File: src/hw/rtl/rxpc_pkg.sv
package rxpc_pkg;

  // Key derivation and key step constants
  localparam logic [31:0] KEY_BASE  = 32'h930F_D7E2;
  localparam logic [31:0] SEED_MASK = 32'h9C30_D539;
  localparam logic [31:0] KEY_MIX   = 32'h7C72_E993;
  localparam logic [31:0] KEY_STEP  = 32'h287E_FFC3;

  // Configuration register indexes
  localparam logic [0:0] REG_KEY_SEED      = 1'b0;
  localparam logic [0:0] REG_CIPHER_ENABLE = 1'b1;

  typedef struct packed {
    logic       operation;
    logic [7:0] data_byte;
    logic       end_of_packet;
  } rxpc_in_t;

  typedef struct packed {
    logic [7:0] out_byte;
    logic       final_of_packet;
    logic       short_packet;
  } rxpc_out_t;

  // Pick key byte n (byte n is bits 8n+7..8n)
  function automatic logic [7:0] kbyte(input logic [63:0] k, input logic [2:0] n);
    return k[{n, 3'b000} +: 8];
  endfunction

  function automatic logic [31:0] bswap32(input logic [31:0] w);
    return {w[7:0], w[15:8], w[23:16], w[31:24]};
  endfunction

  // Both keys start from the seed: low word a, high word b
  function automatic logic [63:0] derive_key(input logic [31:0] seed);
    logic [31:0] r;
    logic [31:0] a;
    logic [31:0] b;
    r = seed ^ SEED_MASK;
    a = {r[12:0], r[31:13]};
    b = a ^ KEY_BASE ^ KEY_MIX;
    return {b, a};
  endfunction

  // Fold the plaintext head into the low word, step the big-endian high word
  function automatic logic [63:0] next_key(input logic [63:0] k, input logic [31:0] plain);
    logic [63:0] kx;
    logic [31:0] w;
    kx = k ^ {32'h0, plain};
    w  = bswap32(kx[63:32]) + KEY_STEP;
    return {bswap32(w), kx[31:0]};
  endfunction

endpackage

File: src/hw/rtl/rolling_xor_packet_cipher.sv
// Rolling XOR packet cipher. Each accepted request is one payload byte; the
// direction (encrypt or decrypt) is latched from the first byte of a packet.
// Bytes stream at one per cycle through a single registered pass, unless a
// stalled result or a draining hold register holds in_ready low. The first
// three bytes of a packet give no result; the fourth gives four results, the
// first at once and the other three in turn from a hold register, during
// which in_ready stays low. A packet that ends before its fourth byte gives
// one error result (out_byte 0, short_packet 1). Writing key_seed rederives
// both keys; with cipher_enable at 0 bytes pass through unchanged.
// Configuration writes are meant for idle periods only.
module rolling_xor_packet_cipher
  import rxpc_pkg::*;
(
  input  logic        clk,
  input  logic        rst_n,
  input  logic        in_valid,
  output logic        in_ready,
  input  rxpc_in_t    in_data,
  output logic        out_valid,
  input  logic        out_ready,
  output rxpc_out_t   out_data,
  input  logic        cfg_wr_en,
  input  logic [0:0]  cfg_index,
  input  logic [31:0] cfg_wdata
);

  logic             enable_r, enable_nxt;
  logic [63:0]      enc_key_r, enc_key_nxt;
  logic [63:0]      dec_key_r, dec_key_nxt;
  logic [2:0][7:0]  head_r, head_nxt;
  logic [3:0][7:0]  plain_r, plain_nxt;
  logic [7:0]       chain_r, chain_nxt;
  logic [2:0]       pos_r, pos_nxt;
  logic             dir_r, dir_nxt;
  logic             stream_r, stream_nxt;
  logic [2:0][7:0]  hold_r, hold_nxt;
  logic             hold_fin_r, hold_fin_nxt;
  logic [1:0]       hold_cnt_r, hold_cnt_nxt;
  logic             out_valid_r, out_valid_nxt;
  rxpc_out_t        out_data_r, out_data_nxt;

  logic             in_fire;
  logic             out_free;
  logic             dir;
  logic [63:0]      key;
  logic [7:0]       b;
  logic             eop;
  logic [7:0]       stream_byte;
  logic [7:0]       e0, e1, e2, e3;
  logic [7:0]       u0, u1, u2, u3;
  logic [3:0][7:0]  enc_o, dec_o, head_o;
  logic [7:0]       head_chain;
  logic [3:0][7:0]  head_plain;
  logic             key_upd;
  logic [31:0]      upd_plain;
  logic [63:0]      upd_key;
  logic             has_first;
  rxpc_out_t        first;

  assign out_free = !out_valid_r || out_ready;
  assign in_ready = (hold_cnt_r == 2'd0) && out_free;
  assign in_fire  = in_valid && in_ready;
  assign out_valid = out_valid_r;
  assign out_data  = out_data_r;

  assign b   = in_data.data_byte;
  assign eop = in_data.end_of_packet;

  // Latch direction on the first byte of a packet
  assign dir = (!stream_r && pos_r == 3'd0) ? in_data.operation : dir_r;
  assign key = dir ? dec_key_r : enc_key_r;

  // Chained byte after the head
  assign stream_byte = b ^ kbyte(key, pos_r) ^ chain_r;

  // Encrypt head: chain forward, then backward fixup
  always_comb begin
    e0 = head_r[0] ^ kbyte(key, 3'd0);
    e1 = head_r[1] ^ kbyte(key, 3'd1) ^ e0;
    e2 = head_r[2] ^ kbyte(key, 3'd2) ^ e1;
    e3 = b         ^ kbyte(key, 3'd3) ^ e2;
    enc_o[3] = e3 ^ kbyte(key, 3'd2);
    enc_o[2] = e2 ^ kbyte(key, 3'd3) ^ enc_o[3];
    enc_o[1] = e1 ^ kbyte(key, 3'd4) ^ enc_o[2];
    enc_o[0] = e0 ^ kbyte(key, 3'd5) ^ enc_o[1];
  end

  // Decrypt head: undo the fixup, then chain forward
  always_comb begin
    u3 = b ^ kbyte(key, 3'd2);
    u2 = head_r[2] ^ b ^ kbyte(key, 3'd3);
    u1 = head_r[1] ^ head_r[2] ^ kbyte(key, 3'd4);
    u0 = head_r[0] ^ head_r[1] ^ kbyte(key, 3'd5);
    dec_o[0] = u0 ^ kbyte(key, 3'd0);
    dec_o[1] = u1 ^ kbyte(key, 3'd1) ^ u0;
    dec_o[2] = u2 ^ kbyte(key, 3'd2) ^ u1;
    dec_o[3] = u3 ^ kbyte(key, 3'd3) ^ u2;
  end

  assign head_o     = dir ? dec_o : enc_o;
  assign head_chain = dir ? u3 : e3;
  assign head_plain = dir ? dec_o : {b, head_r[2], head_r[1], head_r[0]};

  // Per-request state update
  always_comb begin
    enable_nxt   = enable_r;
    head_nxt     = head_r;
    plain_nxt    = plain_r;
    chain_nxt    = chain_r;
    pos_nxt      = pos_r;
    dir_nxt      = dir_r;
    stream_nxt   = stream_r;
    hold_nxt     = hold_r;
    hold_fin_nxt = hold_fin_r;
    hold_cnt_nxt = hold_cnt_r;
    key_upd      = 1'b0;
    upd_plain    = plain_r;
    has_first    = 1'b0;
    first        = '0;

    if (in_fire) begin
      if (!enable_r) begin
        // Pass through and drop any partial packet
        has_first  = 1'b1;
        first      = '{out_byte: b, final_of_packet: eop, short_packet: 1'b0};
        pos_nxt    = 3'd0;
        stream_nxt = 1'b0;
      end else begin
        dir_nxt = dir;
        if (stream_r) begin
          has_first = 1'b1;
          first     = '{out_byte: stream_byte, final_of_packet: eop, short_packet: 1'b0};
          chain_nxt = dir ? b : stream_byte;
          pos_nxt   = pos_r + 3'd1;
          key_upd   = eop;
        end else if (pos_r == 3'd3) begin
          // Fourth head byte: emit one result now, hold three
          has_first    = 1'b1;
          first        = '{out_byte: head_o[0], final_of_packet: 1'b0, short_packet: 1'b0};
          hold_nxt     = {head_o[3], head_o[2], head_o[1]};
          hold_fin_nxt = eop;
          hold_cnt_nxt = 2'd3;
          plain_nxt    = head_plain;
          upd_plain    = head_plain;
          chain_nxt    = head_chain;
          stream_nxt   = 1'b1;
          pos_nxt      = 3'd4;
          key_upd      = eop;
        end else begin
          // Buffer an early head byte
          unique case (pos_r[1:0])
            2'd0:    head_nxt[0] = b;
            2'd1:    head_nxt[1] = b;
            default: head_nxt[2] = b;
          endcase
          if (eop) begin
            has_first = 1'b1;
            first     = '{out_byte: 8'h00, final_of_packet: 1'b1, short_packet: 1'b1};
            pos_nxt   = 3'd0;
          end else begin
            pos_nxt = pos_r + 3'd1;
          end
        end
        if (key_upd) begin
          pos_nxt    = 3'd0;
          stream_nxt = 1'b0;
        end
      end
    end else if (hold_cnt_r != 2'd0 && out_free) begin
      // Advance the hold register
      hold_nxt     = {8'h00, hold_r[2], hold_r[1]};
      hold_cnt_nxt = hold_cnt_r - 2'd1;
    end

    if (cfg_wr_en && cfg_index == REG_CIPHER_ENABLE) begin
      enable_nxt = cfg_wdata[0];
    end
  end

  // Key update at the end of a ciphered packet of four or more bytes; seed write rederives both keys
  assign upd_key = next_key(key, upd_plain);

  always_comb begin
    enc_key_nxt = enc_key_r;
    dec_key_nxt = dec_key_r;
    if (cfg_wr_en && cfg_index == REG_KEY_SEED) begin
      enc_key_nxt = derive_key(cfg_wdata);
      dec_key_nxt = derive_key(cfg_wdata);
    end else if (key_upd) begin
      if (dir) begin
        dec_key_nxt = upd_key;
      end else begin
        enc_key_nxt = upd_key;
      end
    end
  end

  // Result register
  always_comb begin
    out_valid_nxt = out_valid_r;
    out_data_nxt  = out_data_r;
    if (in_fire && has_first) begin
      out_valid_nxt = 1'b1;
      out_data_nxt  = first;
    end else if (!in_fire && hold_cnt_r != 2'd0 && out_free) begin
      out_valid_nxt = 1'b1;
      out_data_nxt  = '{out_byte:        hold_r[0],
                        final_of_packet: (hold_cnt_r == 2'd1) ? hold_fin_r : 1'b0,
                        short_packet:    1'b0};
    end else if (out_ready) begin
      out_valid_nxt = 1'b0;
    end
  end

  // Control and key state
  always_ff @(posedge clk) begin
    if (!rst_n) begin
      enable_r    <= 1'b0;
      enc_key_r   <= derive_key(32'h0);
      dec_key_r   <= derive_key(32'h0);
      head_r      <= '0;
      plain_r     <= '0;
      chain_r     <= 8'h00;
      pos_r       <= 3'd0;
      dir_r       <= 1'b0;
      stream_r    <= 1'b0;
      hold_cnt_r  <= 2'd0;
      out_valid_r <= 1'b0;
    end else begin
      enable_r    <= enable_nxt;
      enc_key_r   <= enc_key_nxt;
      dec_key_r   <= dec_key_nxt;
      head_r      <= head_nxt;
      plain_r     <= plain_nxt;
      chain_r     <= chain_nxt;
      pos_r       <= pos_nxt;
      dir_r       <= dir_nxt;
      stream_r    <= stream_nxt;
      hold_cnt_r  <= hold_cnt_nxt;
      out_valid_r <= out_valid_nxt;
    end
  end

  // Payload registers
  always_ff @(posedge clk) begin
    hold_r     <= hold_nxt;
    hold_fin_r <= hold_fin_nxt;
    out_data_r <= out_data_nxt;
  end

endmodule

File: config.mk
export PLATFORM = sky130hd
export DESIGN_NAME = rolling_xor_packet_cipher
export DESIGN_NICKNAME = d
export VERILOG_FILES = /design/src/hw/rtl/rxpc_pkg.sv /design/src/hw/rtl/rolling_xor_packet_cipher.sv
export SDC_FILE = /design/constraint.sdc
export NUM_CORES = 1
export LEC_CHECK = 0
export BUFFER_PORTS_ARGS = -buffer_cell sky130_fd_sc_hd__buf_2
export CAP_MARGIN = 25
export CORE_MARGIN = 2
export CORE_UTILIZATION = 24
export CTS_CLUSTER_SIZE = 12
export DETAILED_ROUTE_END_ITERATION = 6
export GPL_ROUTABILITY_DRIVEN = 0
export PLACE_DENSITY = 0.36
export SLEW_MARGIN = 20
export SYNTH_ARGS = -nofsm -noshare
export SYNTH_HDL_FRONTEND = slang
export SYNTH_SLANG_ARGS = --single-unit
File: constraint.sdc
create_clock -name clk -period 4.4 [get_ports clk]
set_input_delay 0.22 -clock clk [delete_from_list [all_inputs] [get_ports clk]]
set_output_delay 0.22 -clock clk [all_outputs]
set_load 0.05 [all_outputs]
Word-level counts from Yosys, hierarchy flattened
Index checks and enable logic that the tools add are counted.
{"block": "classes", "n_addsub": 3, "bitwise_logic": 38, "n_eq_ne": 7, "n_reduce_logical": 33, "n_shift": 1, "muxes": 59}
{"operator": "$mux 64", "count": 7}
{"operator": "$xor 8x8->8", "count": 30}
{"operator": "$mux 32", "count": 6}
{"operator": "$mux 24", "count": 5}
{"operator": "$shiftx 64x7->8", "count": 1}
{"operator": "$xor 64x32->64", "count": 1}
{"operator": "$mux 10", "count": 6}
{"operator": "$not 18->18", "count": 2}
{"operator": "$add 32x30->32 const B", "count": 1}
{"operator": "$mux 8", "count": 4}
{"operator": "$mux 1", "count": 20}
{"operator": "$mux 3", "count": 5}
{"operator": "$not 15->15", "count": 1}
{"operator": "$reduce_and 5->1", "count": 3}
{"operator": "$mux 2", "count": 6}
{"operator": "$reduce_bool 2->1", "count": 6}
{"operator": "$logic_and 1x1->1", "count": 9}
{"operator": "$reduce_and 4->1", "count": 2}
{"operator": "$reduce_and 2->1", "count": 3}
{"operator": "$eq 2x1->1 const B", "count": 2}
{"operator": "$logic_not 2->1", "count": 2}
{"operator": "$ne 2x1->1 const B", "count": 2}
{"operator": "$ne 2x2->1 const B", "count": 2}
{"operator": "$not 1->1", "count": 4}
{"operator": "9 further kinds", "count": 11}
{"block": "word_totals", "elab_cells": 164, "ff_bits": 236, "inputBits": 48}

Logic depth before layout (Yosys ltp)
Gate-level depths: netlist of run 1.
{"block": "depth", "ltp_word": 18, "ltp_mapped": 18}

Worst setup path after synthesis of run 1
No wires, ideal clock.
{"block": "synth_timing", "path_kind": "register -> register", "start": "reg pos_r[1]", "end": "reg dec_key_r[38]", "arrival_ns": 4.086, "n_path_buf": 4, "t_required_ns": 4.273, "setup_slack_ns": 0.187, "path_stages_with_launch": 18, "synth_period_minus_slack_ns": 4.213, "cell_sequence": "dfxtp_1 > clkbuf_1 > inv_1 > buf_1 > ha_1 > nor3b_4 > mux2_2 > buf_4 > buf_6 > mux2i_1 > ha_1 > inv_1 > a221oi_1 > o21bai_1 > a21boi_2 > o21a_1 > mux2i_1 > nand3_1"}
{"block": "synth_via", "elab_chain_len": 9}
{"item": "start, declared", "line_no": "rolling_xor_packet_cipher.sv:33", "rtl": "logic [2:0] pos_r, pos_nxt;"}
{"item": "start signal, assigned", "line_no": "rolling_xor_packet_cipher.sv:236", "rtl": "pos_r <= pos_nxt;"}
{"item": "$logic_not 3->1 / $eq 3x2->1 (equally long branches)", "line_no": "rolling_xor_packet_cipher.sv:70, rolling_xor_packet_cipher.sv:136"}
{"item": "$logic_and 1x1->1 / $mux 1 (equally long branches)", "line_no": "rolling_xor_packet_cipher.sv:70, rolling_xor_packet_cipher.sv:136"}
{"item": "$mux 1, on equally long branches", "line_no": "rolling_xor_packet_cipher.sv:70, rolling_xor_packet_cipher.sv:130"}
{"item": "$mux 64 / $mux 1 (equally long branches)", "line_no": "rolling_xor_packet_cipher.sv:71, rolling_xor_packet_cipher.sv:122"}
{"item": "$xor 64x32->64 / $mux 1 (equally long branches)", "line_no": "rxpc_pkg.sv:49, rolling_xor_packet_cipher.sv:121"}
{"item": "$add 32x30->32 / $mux 1 (equally long branches)", "line_no": "rxpc_pkg.sv:50, rolling_xor_packet_cipher.sv:122"}
{"item": "$mux 64 / $mux 1 (equally long branches)", "line_no": "rolling_xor_packet_cipher.sv:190, rolling_xor_packet_cipher.sv:121"}
{"item": "$mux 64 / $reduce_bool 2->1 (equally long branches)"}
{"item": "$mux 64 / $reduce_and 2->1 (equally long branches)"}
{"item": "end signal, assigned", "line_no": "rolling_xor_packet_cipher.sv:220", "rtl": "dec_key_r <= derive_key(32'h0);"}
{"item": "end signal, assigned", "line_no": "rolling_xor_packet_cipher.sv:232", "rtl": "dec_key_r <= dec_key_nxt;"}
{"item": "end, declared", "line_no": "rolling_xor_packet_cipher.sv:29", "rtl": "logic [63:0] dec_key_r, dec_key_nxt;"}
Parallel ways exist; a longest one is shown, timed or not. The select of a mux whose other input is x is not followed.
A chain may end at the register's enable or synchronous reset.

==> flow_summary.json, run 1 <==
{
  "finalMaxSlewViolations": 0,
  "die_area_mm2": 0.0657,
  "pwr-share-seq_pct": 37.1,
  "worstSetupPathType": "register to register",
  "netlist_area_mm2": 0.0153,
  "hold_ws_ps": 29.9,
  "rows": 92,
  "synth_cell_types": 77,
  "cts-htree-levels": 1,
  "die_w_um": 256,
  "p_clk_share_pct": 35.5,
  "fmax_mhz": 257,
  "comb_power_share_pct": 27.4,
  "grt_pass1_vias": 13115,
  "ys_warn_count": 0,
  "ys_seq_elements": 236,
  "r2r_cells": 13,
  "port-buffer-count": 59,
  "postSynthAreaPerCell_um2": 8.56,
  "fin_util_pct": 28.5,
  "drt-initial-drc-count": 925,
  "vias": 13436,
  "period_needed_ps": 3900,
  "cp-end-kind": "register",
  "grt_pass1_wl_um": 94800,
  "ant_nets": 0,
  "worstSkewPairLatency_ps": 580,
  "core_mm2": 0.0630,
  "gr-usage-all-layers_pct": 19.5,
  "powerDensity_mw_per_mm2": 408,
  "wl_per_cell_um": 24.2,
  "dp_hpwl_um": 47000,
  "drive_above_1_share_pct": 13.0,
  "synth_enable_flop_cells": 35,
  "critPathRequiredTime_ps": 4780,
  "cp-start-kind": "register",
  "nets": 1882,
  "async_flop_share_pct": 0,
  "hold-path-cell-count": 3,
  "cts_hold_buffers": 18,
  "rsz0062_at_grt": "false",
  "dpl-instance-area_mm2": 0.0167,
  "syn_to_final_growth_pct": 17.5,
  "switchingPower_mw": 2.52,
  "clock_sinks": 236,
  "finClkSkew_ps": 11.4,
  "grt_start_max_net_pins": 96,
  "antenna_found_initial": 3,
  "clkTransAtPathRegs_ps": 60,
  "overflow": 0,
  "ios": 60,
  "finalInstanceArea_mm2": 0.0179,
  "p_leak_nw": 6.70,
  "drv_cap": 0,
  "wirelength_um": 65100,
  "synth_seq_area_share_pct": 33.2,
  "setup_slack_ps": 504,
  "drc": 0,
  "synthFlopType": "dfxtp_1",
  "syn_inst": 1784,
  "finalCritPeriodShare_pct": 88.6,
  "arrival_ps": 4270,
  "die_h_um": 256,
  "fin_tns_setup_ps": 0,
  "fin_cells": 2695,
  "ir_worst_vdd_mv": 0.291,
  "post_cts_buffers": 0,
  "placedCellCount": 2621,
  "cts_tree": "built",
  "place_ws_ps": 572,
  "initial_core_util_pct": 24.3,
  "internal-power_mw": 4.80,
  "p_sw_share_pct": 34.4,
  "synth_nets": 1840,
  "setup_violations": 0,
  "status": "completed",
  "firstDrtPassIters": 6,
  "hold_path_class": "input pin to register",
  "fillers": 6774,
  "vias_per_cell": 4.99,
  "cts_made_buffers": 31,
  "cts_root_buf": "clkbuf_16",
  "finalPower_mw": 7.32,
  "cts_resized": 0,
  "cts.path.max_buffers": 3,
  "relSlewSlack_pct": 25.7,
  "hold_viol": 0,
  "worst_slew_pin_slew_ps": 1100,
  "cp_max_fo": 16
}
per-layer routing:
metal / global-route usage [%] / vias to the layer above / routed length (µm)
met5: 0 / - / 27
met4: 4.61 / 4 / 1380
met3: 2.53 / 70 / 3230
met2: 29.5 / 386 / 28000
met1: 29.1 / 6628 / 32400
li1: - / 6348 / -
logic make-up (layout without fill, tap and decap cells):
| kind of cell | count (synthesis) | count (layout) | synth area share, % |
|---|---|---|---|
| compound gates | 403 | 403 | 15.8 |
| simple gates | 562 | 562 | 16.7 |
| fa+ha+maj | 8 | 8 | 0.656 |
| other cells | 0 | 1 | 0 |
| mux | 142 | 142 | 11.7 |
| xor+xnor | 274 | 274 | 17.5 |
| buf+inv | 159 | 223 | 4.40 |
| flops | 236 | 236 | 33.2 |
worst paths after layout:
check | from | endpoint | slack (ps)
worst max register to register | pos_r[1] | out_data[5] | 500
worst max-delay path | pos_r[1] | out_data[5] | 500
worst min-delay path | in_data[6] | head_r[13] | 30
worst min register to register | dec_key_r[26] | dec_key_r[26] | 470
critical path, stage by stage (launching register included):
cell	delay, ps
dfxtp_1	310
inv_1	70
ha_1	170
nor3b_4	290
mux2i_4	360
buf_12	210
buf_4	300
mux2i_4	470
xnor3_1	470
xnor2_1	180
a21oi_1	100
xnor2_1	340
nand2_1	120
a31oi_1	290
power by group through the flow:
stage	clock network [mW]	registers [mW]	logic, mW
after floorplan	0	2.88	1.18
after global placement	0	2.77	2.00
after detailed placement	0	2.76	2.00
after CTS	2.68	2.72	2.02
after global routing	2.77	2.74	2.19
final	2.60	2.71	2.01
flip-flops by register name, indices dropped and copies added (netlist names), 2 cells and up:
| signal | cells |
|---|---|
| hold_r | 24 |
| hold_cnt_r | 2 |
| pos_r | 3 |
| dec_key_r | 64 |
| chain_r | 8 |
| out_data | 10 |
| head_r | 24 |
| plain_r | 32 |
| enc_key_r | 64 |
cell usage after synthesis (17+ instances only):
cell type | instances | area (µm²)
clkbuf_1 | 103 | 387
o21ai_0 | 127 | 636
mux2i_1 | 105 | 1050
nand2_1 | 199 | 747
dfxtp_1 | 201 | 4020
and2_1 | 17 | 106
a211oi_1 | 22 | 165
nand3_1 | 45 | 225
xnor2_1 | 172 | 1510
xor2_1 | 81 | 709
xnor3_1 | 17 | 383
o211ai_1 | 28 | 210
a21oi_1 | 133 | 666
edfxtp_1 | 35 | 1050
inv_1 | 17 | 63.8
mux4_2 | 22 | 495
nor3_1 | 31 | 155
buf_1 | 21 | 78.8
nor2_1 | 179 | 672
cell usage in the layout, fill, tap and decap left out, types with 6 or more instances in the layout:
| cell | netlist | final |
|---|---|---|
| dlygate4sd3_1 | 0 | 18 |
| inv_1 | 17 | 16 |
| mux2i_4 | 5 | 6 |
| mux4_2 | 22 | 22 |
| mux2i_1 | 105 | 104 |
| o22ai_1 | 8 | 8 |
| a31oi_1 | 12 | 12 |
| o211ai_1 | 28 | 28 |
| clkinv_2 | 0 | 6 |
| nor2b_1 | 9 | 8 |
| o21ai_1 | 5 | 6 |
| clkbuf_1 | 103 | 8 |
| nor3_1 | 31 | 28 |
| a21o_1 | 6 | 6 |
| and3_1 | 6 | 6 |
| xnor3_1 | 17 | 17 |
| o21ai_0 | 127 | 126 |
| dfxtp_1 | 201 | 201 |
| buf_2 | 6 | 58 |
| or3_1 | 15 | 15 |
| nand3b_1 | 9 | 9 |
| mux2i_2 | 7 | 7 |
| nand4_1 | 12 | 12 |
| xnor2_1 | 172 | 172 |
| buf_4 | 2 | 66 |
| a22oi_1 | 10 | 10 |
| edfxtp_1 | 35 | 35 |
| nor3b_1 | 6 | 6 |
| ha_1 | 8 | 8 |
| clkbuf_16 | 0 | 32 |
| a21oi_1 | 133 | 132 |
| a211oi_1 | 22 | 22 |
| nor4_1 | 13 | 13 |
| xor2_1 | 81 | 81 |
| nand3_1 | 45 | 43 |
| and2_1 | 17 | 17 |
| nor2_1 | 179 | 177 |
| nand2_1 | 199 | 199 |
layout make-up:
type | count | area (µm²) | area share, %
multi-input combinational | 1389 | 9600 | 53.5
sequential | 236 | 5070 | 28.3
timing repair buffer | 149 | 1110 | 6.18
tap | 846 | 1060 | 5.90
clock buffer | 44 | 886 | 4.94
clock inverter | 11 | 131 | 0.733
inverter | 19 | 72.6 | 0.405
antenna | 1 | 2.50 | 0.0140
No activity file was read; power rests on OpenSTA's default activity.
==> inputs of run 2 (changes only) <==
==> constraint.sdc (replaced) <==
create_clock -name clk -period 4.4 [get_ports clk]
set_input_delay 0 -clock clk [delete_from_list [all_inputs] [get_ports clk]]
set_output_delay 0 -clock clk [all_outputs]
set_load 0.05 [all_outputs]
==> run 2 against run 1 <==
Routed wire length rose by 0.72%. Die area did not move. Combinational power barely moved. Cell area rose by 2.0%. Highest routed layer is now met4. Register-to-register slack got worse by 50 ps. Non-clock buffer count rose by 34. Worst setup slack got worse by 53 ps. Global-route usage rose by 0.31 points. First-iteration DRC count fell by 7.2%.
==> flow_summary.json, run 2 (synthesized netlist as in run 1, its figures left out) <==
{
  "regArea_mm2": 0.00507,
  "crit_chain": "inv_2 -> ha_1 -> nor3b_4 -> mux2i_4 -> buf_12 -> buf_12 -> mux2i_1 -> mux4_2 -> mux2i_1 -> o21ai_0 -> a221oi_1 -> a21oi_1",
  "use_met1_pct": 28.7,
  "place_ws_ps": 463,
  "worstSkewPairLatency_ps": 550,
  "dp_hpwl_um": 47700,
  "overflow": 0,
  "ant_nets": 0,
  "status": "completed",
  "placedCellCount": 2623,
  "worst_slew_pin_slew_ps": 917,
  "hold_ws_ps": 70.9,
  "period_needed_ps": 3950,
  "critPathSlowestCell": "mux4_2",
  "ios": 60,
  "dpl-instance-area_mm2": 0.0167,
  "setup_violations": 0,
  "hold_path_class": "input pin to register",
  "ir_worst_vdd_mv": 0.220,
  "cp-start-kind": "register",
  "setup_slack_ps": 450,
  "vias_per_cell": 5.00,
  "cp-end-kind": "register",
  "initial_core_util_pct": 24.3,
  "finalCritPeriodShare_pct": 89.8,
  "wl_per_cell_um": 24.0,
  "syn_to_final_growth_pct": 19.8,
  "rsz0062_at_grt": "false",
  "core_mm2": 0.0630,
  "fmax_mhz": 253,
  "vias": 13656,
  "finalMaxSlewViolations": 0,
  "powerDensity_mw_per_mm2": 407,
  "clkTransAtPathRegs_ps": 50,
  "post_cts_buffers": 0,
  "antenna_cells": 0,
  "grt_pass1_vias": 13603,
  "fin_util_pct": 29.0,
  "p_leak_nw": 6.86,
  "worstSetupPathType": "register to register",
  "cts-htree-levels": 2,
  "grt_start_max_net_pins": 49,
  "drc": 0,
  "grt_pass1_wl_um": 96600,
  "nets": 1919,
  "cts.path.max_buffers": 3,
  "most-common-layout-cells": "201 x dfxtp_1, 199 x nand2_1, 177 x nor2_1, 172 x xnor2_1, 132 x a21oi_1",
  "die_area_mm2": 0.0657,
  "cpPeakStageDelay_ps": 520,
  "die_w_um": 256,
  "fin_cells": 2732,
  "fillers": 6734,
  "cts_resized": 0,
  "gr-usage-all-layers_pct": 19.8,
  "antenna_found_initial": 1,
  "arrival_ps": 4220,
  "hold_viol": 0,
  "firstDrtPassIters": 5,
  "wirelength_um": 65600,
  "fin_tns_setup_ps": 0,
  "drt-initial-drc-count": 858,
  "finalInstanceArea_mm2": 0.0183,
  "finClkSkew_ps": 12.2,
  "busiest_layer": "met2",
  "rows": 92,
  "cts_tree": "built",
  "cts_made_buffers": 34,
  "die_h_um": 256,
  "grtUsageMet3_pct": 2.78,
  "drv_cap": 0,
  "drive_above_1_share_pct": 13.0,
  "final_common_cell": "dfxtp_1",
  "multiInputGateArea_mm2": 0.00960,
  "finalPower_mw": 7.44,
  "reg.largest.list": "dec_key_r (64), enc_key_r (64), plain_r (32)",
  "clock_sinks": 236,
  "relSlewSlack_pct": 38.2,
  "met2_usage_pct": 31.0,
  "critPathRequiredTime_ps": 4670,
  "cts_root_buf": "clkbuf_16",
  "cp_max_fo": 20,
  "port-buffer-count": 59
}
-- run 2: cell types whose count changed in the layout (fill, tap and decap cells not counted), moves of 2 or more --
cell,before,now
dlygate4sd3_1,18,48
clkbuf_16,32,37
buf_4,66,70
clkbuf_1,8,12
bufinv_16,3,0
clkinv_2,6,3
clkbuf_4,0,2
clkbuf_8,4,6
-- run 2: final timing paths --
kind	from	to	slack (ps)	cells past startpoint
max	pos_r[0]	out_data[4]	450	12
min	cfg_wr_en	enc_key_r[55]	70	4
max reg2reg	pos_r[0]	out_data[4]	450	12
min reg2reg	dec_key_r[26]	dec_key_r[26]	470	2
-- run 2: layout make-up --
type,count,area share (%)
Multi-Input combinational cell,1389,52.5
Sequential cell,236,27.7
Timing Repair Buffer,183,7.72
Tap cell,846,5.79
Clock buffer,55,5.76
Inverter,19,0.397
Clock inverter,4,0.0958
-- run 2: where the power goes --
group	switching (mW)	internal [mW]
Sequential	0.166	2.55
Clock	1.08	1.63
Combinational	1.31	0.711
Total	2.55	4.89
-- run 2: timing repair --
action	in CTS	in global routing
hold buffers	47	1
setup endpoints to repair	0	0
hold endpoints to repair	129	2
-- run 2: per-layer routing --
layer  vias to the layer above  part of all wire (%)
li1                       6427                     -
met1                      6770                    49
met2                       386                    44
met3                        73                   4.7
met4                         0                   2.0
met5                         -                     0
-- run 2: worst max-delay path: cells and delay by family (launching register included) --
kind	cells	cell delay (ps)
AND/OR/NAND/NOR	1	330
buffers and inverters	3	530
flip-flops	1	320
multiplexers	4	1630
adder cells (fa/ha/maj)	1	170
AO/OA/AOI/OAI	3	680
